$ cat src/rtl/spfm_pkg.sv
// ----------------------------------------------------------------------------
// Segment/page frame map package
// Shared sizes, codes and the word that travels along the row of cells.
// ----------------------------------------------------------------------------
package spfm_pkg;

  localparam int unsigned MODULES           = 16;
  localparam int unsigned FRAMES_PER_MODULE = 8;

  localparam int unsigned MOD_W    = 4;
  localparam int unsigned FRAME_W  = 3;
  localparam int unsigned SEL_W    = 4;
  localparam int unsigned TAG_W    = 8;
  localparam int unsigned SEG_W    = 4;
  localparam int unsigned PAGE_W   = 4;
  localparam int unsigned FUNC_W   = 2;
  localparam int unsigned STATUS_W = 2;
  localparam int unsigned NMOD_W   = 5;
  localparam int unsigned OSF_W    = 2;
  localparam int unsigned CFG_IDX_W  = 1;
  localparam int unsigned CFG_DATA_W = 5;

  typedef enum logic [CFG_IDX_W-1:0] {
    CFG_MOD_COUNT = 1'b0,
    CFG_OS_FRAMES = 1'b1
  } cfg_idx_e;

  typedef enum logic [FUNC_W-1:0] {
    FUNC_LOOKUP = 2'd0,
    FUNC_MAP    = 2'd1,
    FUNC_REINIT = 2'd2,
    FUNC_NONE   = 2'd3
  } func_e;

  typedef enum logic [STATUS_W-1:0] {
    ST_OK        = 2'd0,
    ST_MISS      = 2'd1,
    ST_NOFRAME   = 2'd2,
    ST_HARDWIRED = 2'd3
  } status_e;

  // Command word handed from cell to cell.
  typedef struct packed {
    logic               valid;
    func_e              func;
    logic [TAG_W-1:0]   tag;
    logic [MOD_W-1:0]   mod;
    logic [FRAME_W-1:0] frm;
    logic               wr;
    status_e            status;
    logic               found;
    logic [MOD_W-1:0]   hit_module;
    logic [FRAME_W-1:0] hit_frame;
  } token_t;

endpackage

$ cat src/rtl/spfm_intf.sv
// ----------------------------------------------------------------------------
// Segment/page frame map channels
// Valid/ready channels for commands, results and register writes.
// ----------------------------------------------------------------------------
interface spfm_in_if;
  logic                        valid;
  logic                        ready;
  logic [spfm_pkg::FUNC_W-1:0] func;
  logic [spfm_pkg::SEG_W-1:0]  segment;
  logic [spfm_pkg::PAGE_W-1:0] page;
  logic [spfm_pkg::SEL_W-1:0]  module_sel;
  logic [spfm_pkg::SEL_W-1:0]  frame_sel;

  modport source (output valid, func, segment, page, module_sel, frame_sel, input ready);
  modport sink   (input valid, func, segment, page, module_sel, frame_sel, output ready);
endinterface

interface spfm_out_if;
  logic                          valid;
  logic                          ready;
  logic [spfm_pkg::STATUS_W-1:0] status;
  logic [spfm_pkg::MOD_W-1:0]    hit_module;
  logic [spfm_pkg::FRAME_W-1:0]  hit_frame;

  modport source (output valid, status, hit_module, hit_frame, input ready);
  modport sink   (input valid, status, hit_module, hit_frame, output ready);
endinterface

interface spfm_cfg_if;
  logic                            valid;
  logic                            ready;
  logic [spfm_pkg::CFG_IDX_W-1:0]  index;
  logic [spfm_pkg::CFG_DATA_W-1:0] data;

  modport source (output valid, index, data, input ready);
  modport sink   (input valid, index, data, output ready);
endinterface

$ cat src/rtl/spfm_cell.sv
// ----------------------------------------------------------------------------
// Frame map cell
// Holds the tags of one memory module, applies map commands aimed at it and
// every reinitialize command, and folds its tag compare into passing lookups.
// ----------------------------------------------------------------------------
module spfm_cell (
  input  logic                       clk_i,
  input  logic                       rst_ni,
  input  logic                       advance_i,
  input  logic [spfm_pkg::MOD_W-1:0] cell_idx_i,
  input  logic                       populated_i,
  input  logic [spfm_pkg::OSF_W-1:0] os_frames_i,
  input  spfm_pkg::token_t           token_i,
  output spfm_pkg::token_t           token_o
);
  import spfm_pkg::*;

  logic [TAG_W-1:0]             tags_q [FRAMES_PER_MODULE];
  logic [TAG_W-1:0]             tags_d [FRAMES_PER_MODULE];
  logic [FRAMES_PER_MODULE-1:0] match;
  logic [FRAME_W-1:0]           match_idx;
  token_t                       token_d;
  token_t                       token_q;

  always_comb begin
    match_idx = '0;
    for (int f = FRAMES_PER_MODULE - 1; f >= 0; f--) begin
      match[f] = (tags_q[f] == token_i.tag);
      if (match[f]) begin
        match_idx = FRAME_W'(f);
      end
    end
  end

  always_comb begin
    token_d = token_i;
    for (int f = 0; f < FRAMES_PER_MODULE; f++) begin
      tags_d[f] = tags_q[f];
    end
    if (token_i.valid) begin
      case (token_i.func)
        FUNC_LOOKUP: begin
          if (!token_i.found && populated_i && (|match)) begin
            token_d.found      = 1'b1;
            token_d.status     = ST_OK;
            token_d.hit_module = cell_idx_i;
            token_d.hit_frame  = match_idx;
          end
        end
        FUNC_MAP: begin
          if (token_i.wr && (token_i.mod == cell_idx_i)) begin
            tags_d[token_i.frm] = token_i.tag;
          end
        end
        FUNC_REINIT: begin
          // Module zero keeps its operating-system frames mapped to 0:frame.
          for (int f = 0; f < FRAMES_PER_MODULE; f++) begin
            if ((cell_idx_i == '0) && (FRAME_W'(f) < FRAME_W'(os_frames_i))) begin
              tags_d[f] = TAG_W'(f);
            end else begin
              tags_d[f] = '0;
            end
          end
        end
        default: begin
        end
      endcase
    end
  end

  always_ff @(posedge clk_i or negedge rst_ni) begin
    if (!rst_ni) begin
      token_q <= '0;
      for (int f = 0; f < FRAMES_PER_MODULE; f++) begin
        tags_q[f] <= '0;
      end
    end else if (advance_i) begin
      token_q <= token_d;
      for (int f = 0; f < FRAMES_PER_MODULE; f++) begin
        tags_q[f] <= tags_d[f];
      end
    end
  end

  assign token_o = token_q;

`ifndef SYNTHESIS
  a_hit_here: assert property (@(posedge clk_i) disable iff (!rst_ni)
    advance_i && token_i.valid && (token_i.func == FUNC_LOOKUP) && !token_i.found
      && populated_i && (|match)
    |=> token_q.found && (token_q.hit_module == $past(cell_idx_i)))
    else $error("lookup hit in this cell not recorded");
  a_found_kept: assert property (@(posedge clk_i) disable iff (!rst_ni)
    advance_i && token_i.valid && token_i.found
    |=> token_q.found && (token_q.hit_module == $past(token_i.hit_module)))
    else $error("earlier hit overwritten");
  a_hold: assert property (@(posedge clk_i) disable iff (!rst_ni)
    !advance_i |=> $stable(token_q))
    else $error("cell word moved during a stall");
`endif

endmodule

$ cat src/rtl/segment_page_frame_map_core.sv
// ----------------------------------------------------------------------------
// Segment/page frame map core
// Logical-to-physical page map built as a row of per-module cells.
// ----------------------------------------------------------------------------
// Usage:
//   in_ch carries one command word per handshake: lookup of segment:page,
//   map of segment:page into (module_sel, frame_sel), or reinitialize.
//   out_ch returns one result word per command, in command order: status,
//   and the module and frame of the lowest matching frame on a lookup hit.
//   cfg_ch writes the populated module count (index 0) and os_frames
//   (index 1); it is always ready and is meant to be used while no command
//   is in flight.
// Flow:
//   A command passes one cell per cycle unless the row is stalled, one
//   cell per memory module. The first cell works on the word as it is
//   accepted; the result word is presented from the last cell's register.
//   One command word is accepted per cycle unless stalled; later commands
//   see the map writes of earlier ones since every cell sees them in order.
// Reset:
//   All tags read 0:0, the module count is 1, os_frames is 1.
// Stalls:
//   While a result waits on out_ch the whole row holds and in_ch is not
//   ready; nothing is lost or repeated.
// ----------------------------------------------------------------------------
module segment_page_frame_map_core (
  input  logic        clk_i,
  input  logic        rst_ni,
  spfm_in_if.sink     in_ch,
  spfm_out_if.source  out_ch,
  spfm_cfg_if.sink    cfg_ch
);
  import spfm_pkg::*;

  logic [NMOD_W-1:0] mod_count_q;
  logic [OSF_W-1:0]  os_frames_q;
  logic [NMOD_W-1:0] nmod;
  logic [MODULES-1:0] populated;
  logic              advance;
  logic [FRAME_W-1:0] frm_in;
  token_t            ingress;
  token_t            chain [MODULES+1];
  token_t            tail;

  always_ff @(posedge clk_i or negedge rst_ni) begin
    if (!rst_ni) begin
      mod_count_q <= NMOD_W'(1);
      os_frames_q <= OSF_W'(1);
    end else if (cfg_ch.valid && cfg_ch.ready) begin
      case (cfg_idx_e'(cfg_ch.index))
        CFG_MOD_COUNT: mod_count_q <= cfg_ch.data[NMOD_W-1:0];
        CFG_OS_FRAMES: os_frames_q <= cfg_ch.data[OSF_W-1:0];
        default: begin
        end
      endcase
    end
  end

  assign cfg_ch.ready = 1'b1;

  assign nmod = (mod_count_q > NMOD_W'(MODULES)) ? NMOD_W'(MODULES) : mod_count_q;

  always_comb begin
    for (int m = 0; m < MODULES; m++) begin
      populated[m] = (NMOD_W'(m) < nmod);
    end
  end

  assign tail    = chain[MODULES];
  assign advance = !tail.valid || out_ch.ready;
  assign in_ch.ready = advance;
  assign frm_in  = in_ch.frame_sel[FRAME_W-1:0];

  // Map checks are settled on entry; the owning cell only does the write.
  always_comb begin
    ingress            = '0;
    ingress.valid      = in_ch.valid && advance;
    ingress.func       = func_e'(in_ch.func);
    ingress.tag        = {in_ch.segment, in_ch.page};
    ingress.mod        = in_ch.module_sel;
    ingress.frm        = frm_in;
    ingress.status     = ST_OK;
    case (func_e'(in_ch.func))
      FUNC_LOOKUP: ingress.status = ST_MISS;
      FUNC_MAP: begin
        if ({1'b0, in_ch.module_sel} >= nmod) begin
          ingress.status = ST_NOFRAME;
        end else if ((in_ch.module_sel == '0) && (frm_in < FRAME_W'(os_frames_q))) begin
          ingress.status = ST_HARDWIRED;
        end else begin
          ingress.wr = 1'b1;
        end
      end
      default: begin
      end
    endcase
  end

  assign chain[0] = ingress;

  for (genvar m = 0; m < MODULES; m++) begin : g_cell
    spfm_cell u_cell (
      .clk_i       (clk_i),
      .rst_ni      (rst_ni),
      .advance_i   (advance),
      .cell_idx_i  (MOD_W'(m)),
      .populated_i (populated[m]),
      .os_frames_i (os_frames_q),
      .token_i     (chain[m]),
      .token_o     (chain[m+1])
    );
  end

  assign out_ch.valid      = tail.valid;
  assign out_ch.status     = tail.status;
  assign out_ch.hit_module = tail.hit_module;
  assign out_ch.hit_frame  = tail.hit_frame;

`ifndef SYNTHESIS
  a_miss_zero: assert property (@(posedge clk_i) disable iff (!rst_ni)
    tail.valid && (tail.status != ST_OK) |-> (tail.hit_module == '0) && (tail.hit_frame == '0))
    else $error("hit location reported without a hit");
  a_found_ok: assert property (@(posedge clk_i) disable iff (!rst_ni)
    tail.valid && tail.found |-> (tail.status == ST_OK) && (tail.func == FUNC_LOOKUP))
    else $error("hit carries a non-ok status");
  a_hit_populated: assert property (@(posedge clk_i) disable iff (!rst_ni)
    tail.valid && tail.found |-> ({1'b0, tail.hit_module} < nmod))
    else $error("hit in a module beyond the populated count");
`endif

endmodule

$ cat src/flat_wrapper.sv
// flat-port wrapper written by rule: the top's interface ports become plain ports
module segment_page_frame_map_core_flat import spfm_pkg::*;
  (clk_i, rst_ni, in_ch_valid, in_ch_func, in_ch_segment, in_ch_page, in_ch_module_sel, in_ch_frame_sel, in_ch_ready, out_ch_valid, out_ch_status, out_ch_hit_module, out_ch_hit_frame, out_ch_ready, cfg_ch_valid, cfg_ch_index, cfg_ch_data, cfg_ch_ready);
  spfm_in_if in_ch_i ();
  spfm_out_if out_ch_i ();
  spfm_cfg_if cfg_ch_i ();
  input  logic clk_i;
  input  logic rst_ni;
  input wire logic [$bits(in_ch_i.valid)-1:0] in_ch_valid;
  input wire logic [$bits(in_ch_i.func)-1:0] in_ch_func;
  input wire logic [$bits(in_ch_i.segment)-1:0] in_ch_segment;
  input wire logic [$bits(in_ch_i.page)-1:0] in_ch_page;
  input wire logic [$bits(in_ch_i.module_sel)-1:0] in_ch_module_sel;
  input wire logic [$bits(in_ch_i.frame_sel)-1:0] in_ch_frame_sel;
  output wire logic [$bits(in_ch_i.ready)-1:0] in_ch_ready;
  output wire logic [$bits(out_ch_i.valid)-1:0] out_ch_valid;
  output wire logic [$bits(out_ch_i.status)-1:0] out_ch_status;
  output wire logic [$bits(out_ch_i.hit_module)-1:0] out_ch_hit_module;
  output wire logic [$bits(out_ch_i.hit_frame)-1:0] out_ch_hit_frame;
  input wire logic [$bits(out_ch_i.ready)-1:0] out_ch_ready;
  input wire logic [$bits(cfg_ch_i.valid)-1:0] cfg_ch_valid;
  input wire logic [$bits(cfg_ch_i.index)-1:0] cfg_ch_index;
  input wire logic [$bits(cfg_ch_i.data)-1:0] cfg_ch_data;
  output wire logic [$bits(cfg_ch_i.ready)-1:0] cfg_ch_ready;
  assign in_ch_i.valid = in_ch_valid;
  assign in_ch_i.func = in_ch_func;
  assign in_ch_i.segment = in_ch_segment;
  assign in_ch_i.page = in_ch_page;
  assign in_ch_i.module_sel = in_ch_module_sel;
  assign in_ch_i.frame_sel = in_ch_frame_sel;
  assign in_ch_ready = in_ch_i.ready;
  assign out_ch_valid = out_ch_i.valid;
  assign out_ch_status = out_ch_i.status;
  assign out_ch_hit_module = out_ch_i.hit_module;
  assign out_ch_hit_frame = out_ch_i.hit_frame;
  assign out_ch_i.ready = out_ch_ready;
  assign cfg_ch_i.valid = cfg_ch_valid;
  assign cfg_ch_i.index = cfg_ch_index;
  assign cfg_ch_i.data = cfg_ch_data;
  assign cfg_ch_ready = cfg_ch_i.ready;
  segment_page_frame_map_core u_core (.clk_i(clk_i), .rst_ni(rst_ni), .in_ch(in_ch_i), .out_ch(out_ch_i), .cfg_ch(cfg_ch_i));
endmodule
$ cat config.mk
export PLATFORM = sky130hd
export DESIGN_NAME = segment_page_frame_map_core_flat
export DESIGN_NICKNAME = d
export VERILOG_FILES = /design/src/rtl/spfm_pkg.sv /design/src/rtl/spfm_intf.sv /design/src/rtl/spfm_cell.sv /design/src/rtl/segment_page_frame_map_core.sv /design/src/flat_wrapper.sv
export SDC_FILE = /design/constraint.sdc
export NUM_CORES = 2
export LEC_CHECK = 0
export ABC_AREA = 1
export ABC_CLOCK_PERIOD_IN_PS = 6160
export BUFFER_PORTS_ARGS = -buffer_cell sky130_fd_sc_hd__buf_2
export CORE_AREA = 2 2 588 444
export CTS_BUF_LIST = sky130_fd_sc_hd__clkbuf_16
export DETAILED_ROUTE_END_ITERATION = 7
export DIE_AREA = 0 0 590 446
export PLACE_DENSITY = 0.42
export SLEW_MARGIN = 40
export SYNTH_ARGS = -nofsm -noshare
export SYNTH_HDL_FRONTEND = slang
export SYNTH_SLANG_ARGS = --single-unit
$ cat constraint.sdc
create_clock -name clk_i -period 6.16 [get_ports clk_i]
set_input_delay 0.616 -clock clk_i [delete_from_list [all_inputs] [get_ports clk_i]]
set_output_delay 0.616 -clock clk_i [all_outputs]
set_load 0.1 [all_outputs]
---- Word-level counts from Yosys, hierarchy flattened ----
Cells that the tools add are included.
word-level totals
  flip-flop bits (word level) ............. 1476
  input bits .............................. 29
  output and inout bits ................... 12
  word-level logic and storage cells ...... 965
cells by class
  $lt $le $gt $ge ......................... 56
  equality and inequality tests ........... 191
  multiplexer cells ....................... 268
  bitwise gates (word level) .............. 17
  reduce and logical (&&, ||, !) cells .... 149
operator list
  operator              count
  $pmux W64 S2          16
  $bwmux W64            16
  $eq A8 B8 Y1          128
  $mux W64              16
  $mux W10              48
  $mux W3               131
  $demux W8 S3          16
  $mux W8               16
  $reduce_or A8 Y1      16
  $logic_and A1 B1 Y1   65
  $ge A4 B4 Y1 const B  16
  $lt A4 B1 Y1 const B  16
  $not A3 Y4            16
  $reduce_and A4 Y1     16
  $lt A4 B5 Y1 const A  8
  $eq A2 B1 Y1 const B  16
  $eq A2 B2 Y1 const B  16
  $eq A4 B4 Y1 const B  8
  $logic_not A2 Y1      16
  $ne A2 B2 Y1 const B  16
  $reduce_bool A2 Y1    16
  $lt A3 B5 Y1 const A  4
  $eq A4 B3 Y1 const B  4
  $logic_not A1 Y1      16
  other kinds (18)      29

---- Depth between registers and ports, before layout ----
  depth in word-level cells ............... 12
  mapped depth ............................ 16
  depth with buffers taken out ............ 15

---- By module ----
From an unflattened synthesis, not the netlist that was laid out.
second synthesis, totals
  cell total of the unflattened synthesis .. 11161
  area total of the unflattened synthesis .. 84612.4 um^2
by module, submodules not included
  module                                    instances  cells each  area an instance (um^2)  seq. area each (um^2)
  spfm_cell at u_core.g_cell[0].u_cell ...  13         691         5248.8                   2327.2
  spfm_cell at u_core.g_cell[9].u_cell      1          692         5247.5                   2327.2
  spfm_cell at u_core.g_cell[7].u_cell      1          689         5238.8                   2327.2
  spfm_cell at u_core.g_cell[8].u_cell      1          687         5193.7                   2327.2
  segment_page_frame_map_core               1          110         698.2                    177.7

---- Worst setup path after synthesis ----
No wires, ideal clock.
  path kind ............................... register to output
  start point ............................. register u_core.g_cell[15].u_cell.token_q, in the netlist u_core.g_cell[15].u_cell.token_o[28]
  end point ............................... output port in_ch_ready
  arrival ................................. 2384 ps
  required time ........................... 5544 ps
  slack ................................... 3160 ps
  stages on the path, launching flop included .. 6
  path buffers ............................ 2
  cell sequence ........................... dfrtp_1 > inv_1 > nor2_2 > inv_2 > clkbuf_1 > clkbuf_1
between the ends
  word-level cells in the longest chain between the ends .. 2
ends and longest elaborated chain
  element                 RTL line                           text
  start, declared         spfm_cell.sv:23                    token_t token_q;
  start signal, assigned  spfm_cell.sv:78                    token_q <= token_d;
  $logic_not A1 Y1        segment_page_frame_map_core.sv:69  assign advance = !tail.valid || out_ch.ready;
  $logic_or A1 B1 Y1      segment_page_frame_map_core.sv:69
  end, declared           flat_wrapper.sv:15                 output wire logic [$bits(in_ch_i.ready)-1:0] in_ch_ready;
Every way passes these cells.

---- Worst setup path in the final report ----
Same ends and word-level chain as after synthesis.

==> qor_table.md <==
| Step | Metric | Reported |
|:---|:---|:---|
| setup path | Cell with the biggest individual delay on the critical path | sky130_fd_sc_hd__nor2_4 |
| run | Maximum Capacitance Violations | 0 |
| global routing | Antenna violations before repair | 6 |
| power | Power per cell area | 525 nW/um^2 |
| setup path | Worst setup path category | register to primary output |
| clock network | Master cell of the clock root buffer | sky130_fd_sc_hd__clkbuf_16 |
| drt | Total number of vias | 66600 |
| hold path | Tightest Hold Check Type | input port to register |
| setup path | Crit path largest cell delay | 0.54 ns |
| setup path | Capturing element type of the critical path | primary output |
| timing | Worst clock skew on the final layout | 0.0542 ns |
| timing | Number of pins exceeding their max-slew limit in the final report | 0 |
| timing | Final sum of negative setup slack | 0 ns |
| clock network | Maximum level of the CTS H-tree | 4 |
| drt | Total iterations of the first detailed-routing run | 6 |
| global routing | Pin count of the biggest net entering global routing | 143 |
| power | Peak supply drop | 0.248 mV |
| setup path | Highest net fanout along the worst path | 75 |
| outcome | Run status | completed |
| placement | GPL Wtd Cong | 0.802 |
| power | Design Power | 45.6 mW |
| setup path | Arrival time reported for the critical path endpoint | 3.16 ns |
| clock network | CTS tree | done |
| global routing | Remaining global-route overflow | 0 |
| timing | Final Hold Fails | 0 |
| clock network | TritonCTS Buffers | 178 |
| floorplanning | Total Die Area | 263000 sq um |
| floorplanning | Io pins | 41 |
| final layout | Number of nets at the end of the flow | 10100 |
| global routing | GRT Overall Usage | 0.189 |
| floorplanning | Die width | 590 um |
| synthesis | Number of synthesized flops with an enable pin | 0 |
| final layout | Area Growth Syn to Fin | 13.0% |
| placement | Half-perimeter wire length after placement | 164000 um |
| timing | Pin slew with the least headroom to its limit | 0.885 ns |
| synthesis | Syn avg cell area | 7.58 sq um |
| final layout | Share of final-layout standard cells stronger than drive strength 1 | 0.0637 |
| synthesis | Seq/Total Area, Yosys | 0.476 |
| global routing | Via count of the first global-routing pass | 63900 |
| final layout | Area occupied by registers | 36600 sq um |
| synthesis | Syn Std Cell Area | 76900 sq um |
| drt | Wire length reported by the detailed router | 251000 um |
| clock network | PostCTS Resize Cnt | 0 |
| global routing | First-pass GRT wire length | 391000 um |
| final layout | Layout fillers | 27200 |
| synthesis | Synth unique cells | 49 |
| setup path | Startpoint kind of the worst setup timing path | register |
| setup path | Critical path's top delay family | buffers and inverters |
| timing | Share of the clock period used by the worst path after layout | 0.613 |
| placement | Total cell area at the placement stage | 81200 sq um |
| drt | First DRT Iteration DRCs | 5823 |
| synthesis | Syn nets | 10200 |
| setup path | Cell Chain, Critical Path | inv_1, nor2_4, buf_12, inv_8, buf_4, buf_2 |
| setup path | Number of buffer and inverter instances along the worst setup path | 5 |
| synthesis | Synthesis Warnings | 0 |
| synthesis | Fraction of synthesis flops using an asynchronous set or reset pin | 1.00 |
| clock network | Clock buffer depth | 4 |
| timing | Achievable clock frequency | 265 MHz |
| drt | Antenna-violating nets left | 0 |
| final layout | Post-route insts no fill | 13700 |
| placement | Number of port buffers | 38 |
| placement | Placed insts | 13300 |
| clock network | Clock sink total | 1461 |
| synthesis | Synth Register Bits | 1461 |
| floorplanning | Total number of placement rows | 162 |
| drt | Routed wire length per instance | 18.4 um |
| setup path | Worst endpoint required time | 5.54 ns |
| floorplanning | Floorplan die height | 446 um |
| clock network | Insertion delay of the later-clocked pin in the worst-skew pair | 0.87 ns |
| drt | Ratio of routed vias to standard cells | 4.88 |
| final layout | Final standard cell utilization of the core | 0.337 |
| synthesis | Commonest register cell after synthesis | sky130_fd_sc_hd__dfrtp_1 |
| timing | Final setup fails | 0 |
| power | Leakage power summed over all cells | 41.5 nW |
| timing | Clock period minus final worst setup slack | 3.78 ns |
| drt | DRC violations left | 0 |
| clock network | Post CTS Setup Buffer Count | 0 |
| floorplanning | Starting Density | 0.298 |
| final layout | Post-route standard cell area excluding fillers | 86900 sq um |
| floorplanning | Placeable core region | 258000 sq um |
| timing | Worst-case headroom to the max-slew limit | 0.408 |
| clock network | CTS clock-pin slew for the worst setup and hold paths | 0.06 ns |
| final layout | Area occupied by multi-input gates | 34100 sq um |
| synthesis | Number of standard cells after synthesis | 10100 |
| timing | Unrepaired setup endpoints after global routing | no |
-- flip-flops by register name (all words and copies together) (netlist names) --
name                          count
u_core.g_cell.u_cell.tags_q    1024
u_core.g_cell.u_cell.token_o    430
u_core.mod_count_q                5
u_core.os_frames_q                2
-- cells in the mapped netlist, types with 2 or more instances --
master / number / area [sq um]
sky130_fd_sc_hd__nor3_2: 20 / 200
sky130_fd_sc_hd__nor4_1: 9 / 56.3
sky130_fd_sc_hd__o41ai_1: 7 / 61.3
sky130_fd_sc_hd__nand4_1: 413 / 2580
sky130_fd_sc_hd__o21ai_0: 1231 / 6160
sky130_fd_sc_hd__o21ai_1: 10 / 50.1
sky130_fd_sc_hd__o21a_1: 58 / 435
sky130_fd_sc_hd__dfrtp_1: 1459 / 36500
sky130_fd_sc_hd__buf_2: 218 / 1090
sky130_fd_sc_hd__nor2_1: 635 / 2380
sky130_fd_sc_hd__clkbuf_1: 184 / 691
sky130_fd_sc_hd__o22a_1: 9 / 78.8
sky130_fd_sc_hd__a22oi_1: 5 / 37.5
sky130_fd_sc_hd__nand2b_1: 2 / 12.5
sky130_fd_sc_hd__inv_2: 6 / 22.5
sky130_fd_sc_hd__xor2_1: 155 / 1360
sky130_fd_sc_hd__buf_4: 11 / 82.6
sky130_fd_sc_hd__a31oi_1: 10 / 62.6
sky130_fd_sc_hd__or2_2: 31 / 194
sky130_fd_sc_hd__nand2_1: 2946 / 11100
sky130_fd_sc_hd__o211ai_1: 5 / 37.5
sky130_fd_sc_hd__inv_1: 1206 / 4530
sky130_fd_sc_hd__a21oi_1: 97 / 485
sky130_fd_sc_hd__o22ai_1: 84 / 526
sky130_fd_sc_hd__clkinv_1: 18 / 67.6
sky130_fd_sc_hd__nor2b_1: 2 / 12.5
sky130_fd_sc_hd__nor3_1: 133 / 666
sky130_fd_sc_hd__ha_1: 5 / 62.6
sky130_fd_sc_hd__buf_1: 40 / 150
sky130_fd_sc_hd__nand3_1: 751 / 3760
sky130_fd_sc_hd__nand2_2: 3 / 18.8
sky130_fd_sc_hd__dfstp_2: 2 / 52.6
sky130_fd_sc_hd__nor2_2: 7 / 43.8
sky130_fd_sc_hd__buf_12: 7 / 140
sky130_fd_sc_hd__o21bai_1: 17 / 128
sky130_fd_sc_hd__xnor2_1: 335 / 2930
-- report_power, final --
group / leakage (nW) / internal (mW) / switching, mW
logic: 20.7 / 5.88 / 12.0
clock network: 2.79 / 5.80 / 4.39
registers: 18.0 / 13.6 / 3.91
total: 41.5 / 25.3 / 20.3
-- worst min-delay path, stage by stage --
cell                      delay [ns]
sky130_fd_sc_hd__buf_2          0.09
sky130_fd_sc_hd__nand2_1        0.09
sky130_fd_sc_hd__nand2_1        0.07
sky130_fd_sc_hd__o21ai_0        0.08
-- repair_timing --
item	in CTS	in global routing
endpoints found under the hold margin	46	0
hold buffers	5	0
setup endpoints to repair	0	0
-- placed cells by master, fill, tap and decap left out, types with 6 or more instances in the layout --
cell / n
sky130_fd_sc_hd__nor3_4: 10
sky130_fd_sc_hd__o21a_1: 58
sky130_fd_sc_hd__o21ai_2: 7
sky130_fd_sc_hd__bufinv_16: 12
sky130_fd_sc_hd__nand3_1: 751
sky130_fd_sc_hd__nor4_1: 8
sky130_fd_sc_hd__inv_2: 10
sky130_fd_sc_hd__buf_12: 9
sky130_fd_sc_hd__xor2_1: 155
sky130_fd_sc_hd__buf_2: 37
sky130_fd_sc_hd__inv_1: 1227
sky130_fd_sc_hd__clkinv_2: 29
sky130_fd_sc_hd__nor2_2: 63
sky130_fd_sc_hd__clkinvlp_4: 6
sky130_fd_sc_hd__xnor2_1: 335
sky130_fd_sc_hd__clkbuf_16: 181
sky130_fd_sc_hd__nand4_1: 413
sky130_fd_sc_hd__dfrtp_1: 1452
sky130_fd_sc_hd__nor3_2: 71
sky130_fd_sc_hd__o21bai_1: 17
sky130_fd_sc_hd__o22a_1: 9
sky130_fd_sc_hd__dfrtp_2: 7
sky130_fd_sc_hd__nor2_1: 576
sky130_fd_sc_hd__buf_16: 10
sky130_fd_sc_hd__a31oi_1: 10
sky130_fd_sc_hd__o21ai_0: 1226
sky130_fd_sc_hd__a21oi_1: 96
sky130_fd_sc_hd__clkinv_1: 69
sky130_fd_sc_hd__o21ai_1: 9
sky130_fd_sc_hd__o41ai_1: 7
sky130_fd_sc_hd__nor3_1: 72
sky130_fd_sc_hd__o22ai_1: 84
sky130_fd_sc_hd__buf_4: 144
sky130_fd_sc_hd__nand2_1: 2946
sky130_fd_sc_hd__or2_2: 31
-- metal layers --
layer | vias to the layer above | wire, um | global-route usage | part of all wire
li1 | 32500 | - | - | -
met1 | 32300 | 128000 | 0.291 | 0.51
met2 | 1533 | 104000 | 0.274 | 0.42
met3 | 309 | 14000 | 0.0307 | 0.056
met4 | 2 | 4500 | 0.0371 | 0.018
met5 | - | 7 | 0 | 0.000028
-- worst paths after layout --
kind,startpoint,endpoint,slack [ns],cells after the start
worst max register to register,u_core.g_cell[2].u_cell.token_o[26],u_core.g_cell[3].u_cell.tags_q[48],2.58,9
worst max-delay path,u_core.g_cell[15].u_cell.token_o[28],in_ch_ready,2.38,6
min in group asynchronous,rst_ni,u_core.g_cell[10].u_cell.tags_q[28],0.30,2
max in group asynchronous,rst_ni,u_core.g_cell[1].u_cell.tags_q[24],4.06,6
worst min register to register,u_core.g_cell[7].u_cell.token_o[1],u_core.g_cell[7].u_cell.token_o[1],0.48,2
worst min-delay path,cfg_ch_index,u_core.os_frames_q[0],0.08,4
-- logic make-up after synthesis --
group	synth area share
AO/OA/AOI/OAI	0.106
XOR/XNOR	0.0558
adder cells (fa/ha/maj)	0.000814
buffers and inverters	0.0881
flip-flops	0.476
other	0.0000488
AND/OR/NAND/NOR	0.274
-- metrics by stage --
stage               hold WS (ns)  setup slack, ns
finish                    0.0803             2.38
global route              0.0680             2.23
CTS                      0.00610             2.33
detailed placement         0.466             2.25
global placement           0.462             2.28
floorplan                  0.320             3.16
-- final cells by class --
| type | instances | share of cell area |
|---|---|---|
| well taps | 3444 | 0.0496 |
| clock buffers | 181 | 0.0521 |
| clock inverters | 129 | 0.0107 |
| flip-flops and latches | 1461 | 0.421 |
| multi-input cells | 6993 | 0.392 |
| repair buffers | 209 | 0.0210 |
| diodes | 3 | 0.0000864 |
| inverters | 1230 | 0.0532 |
No activity file was read; power rests on OpenSTA's default activity.
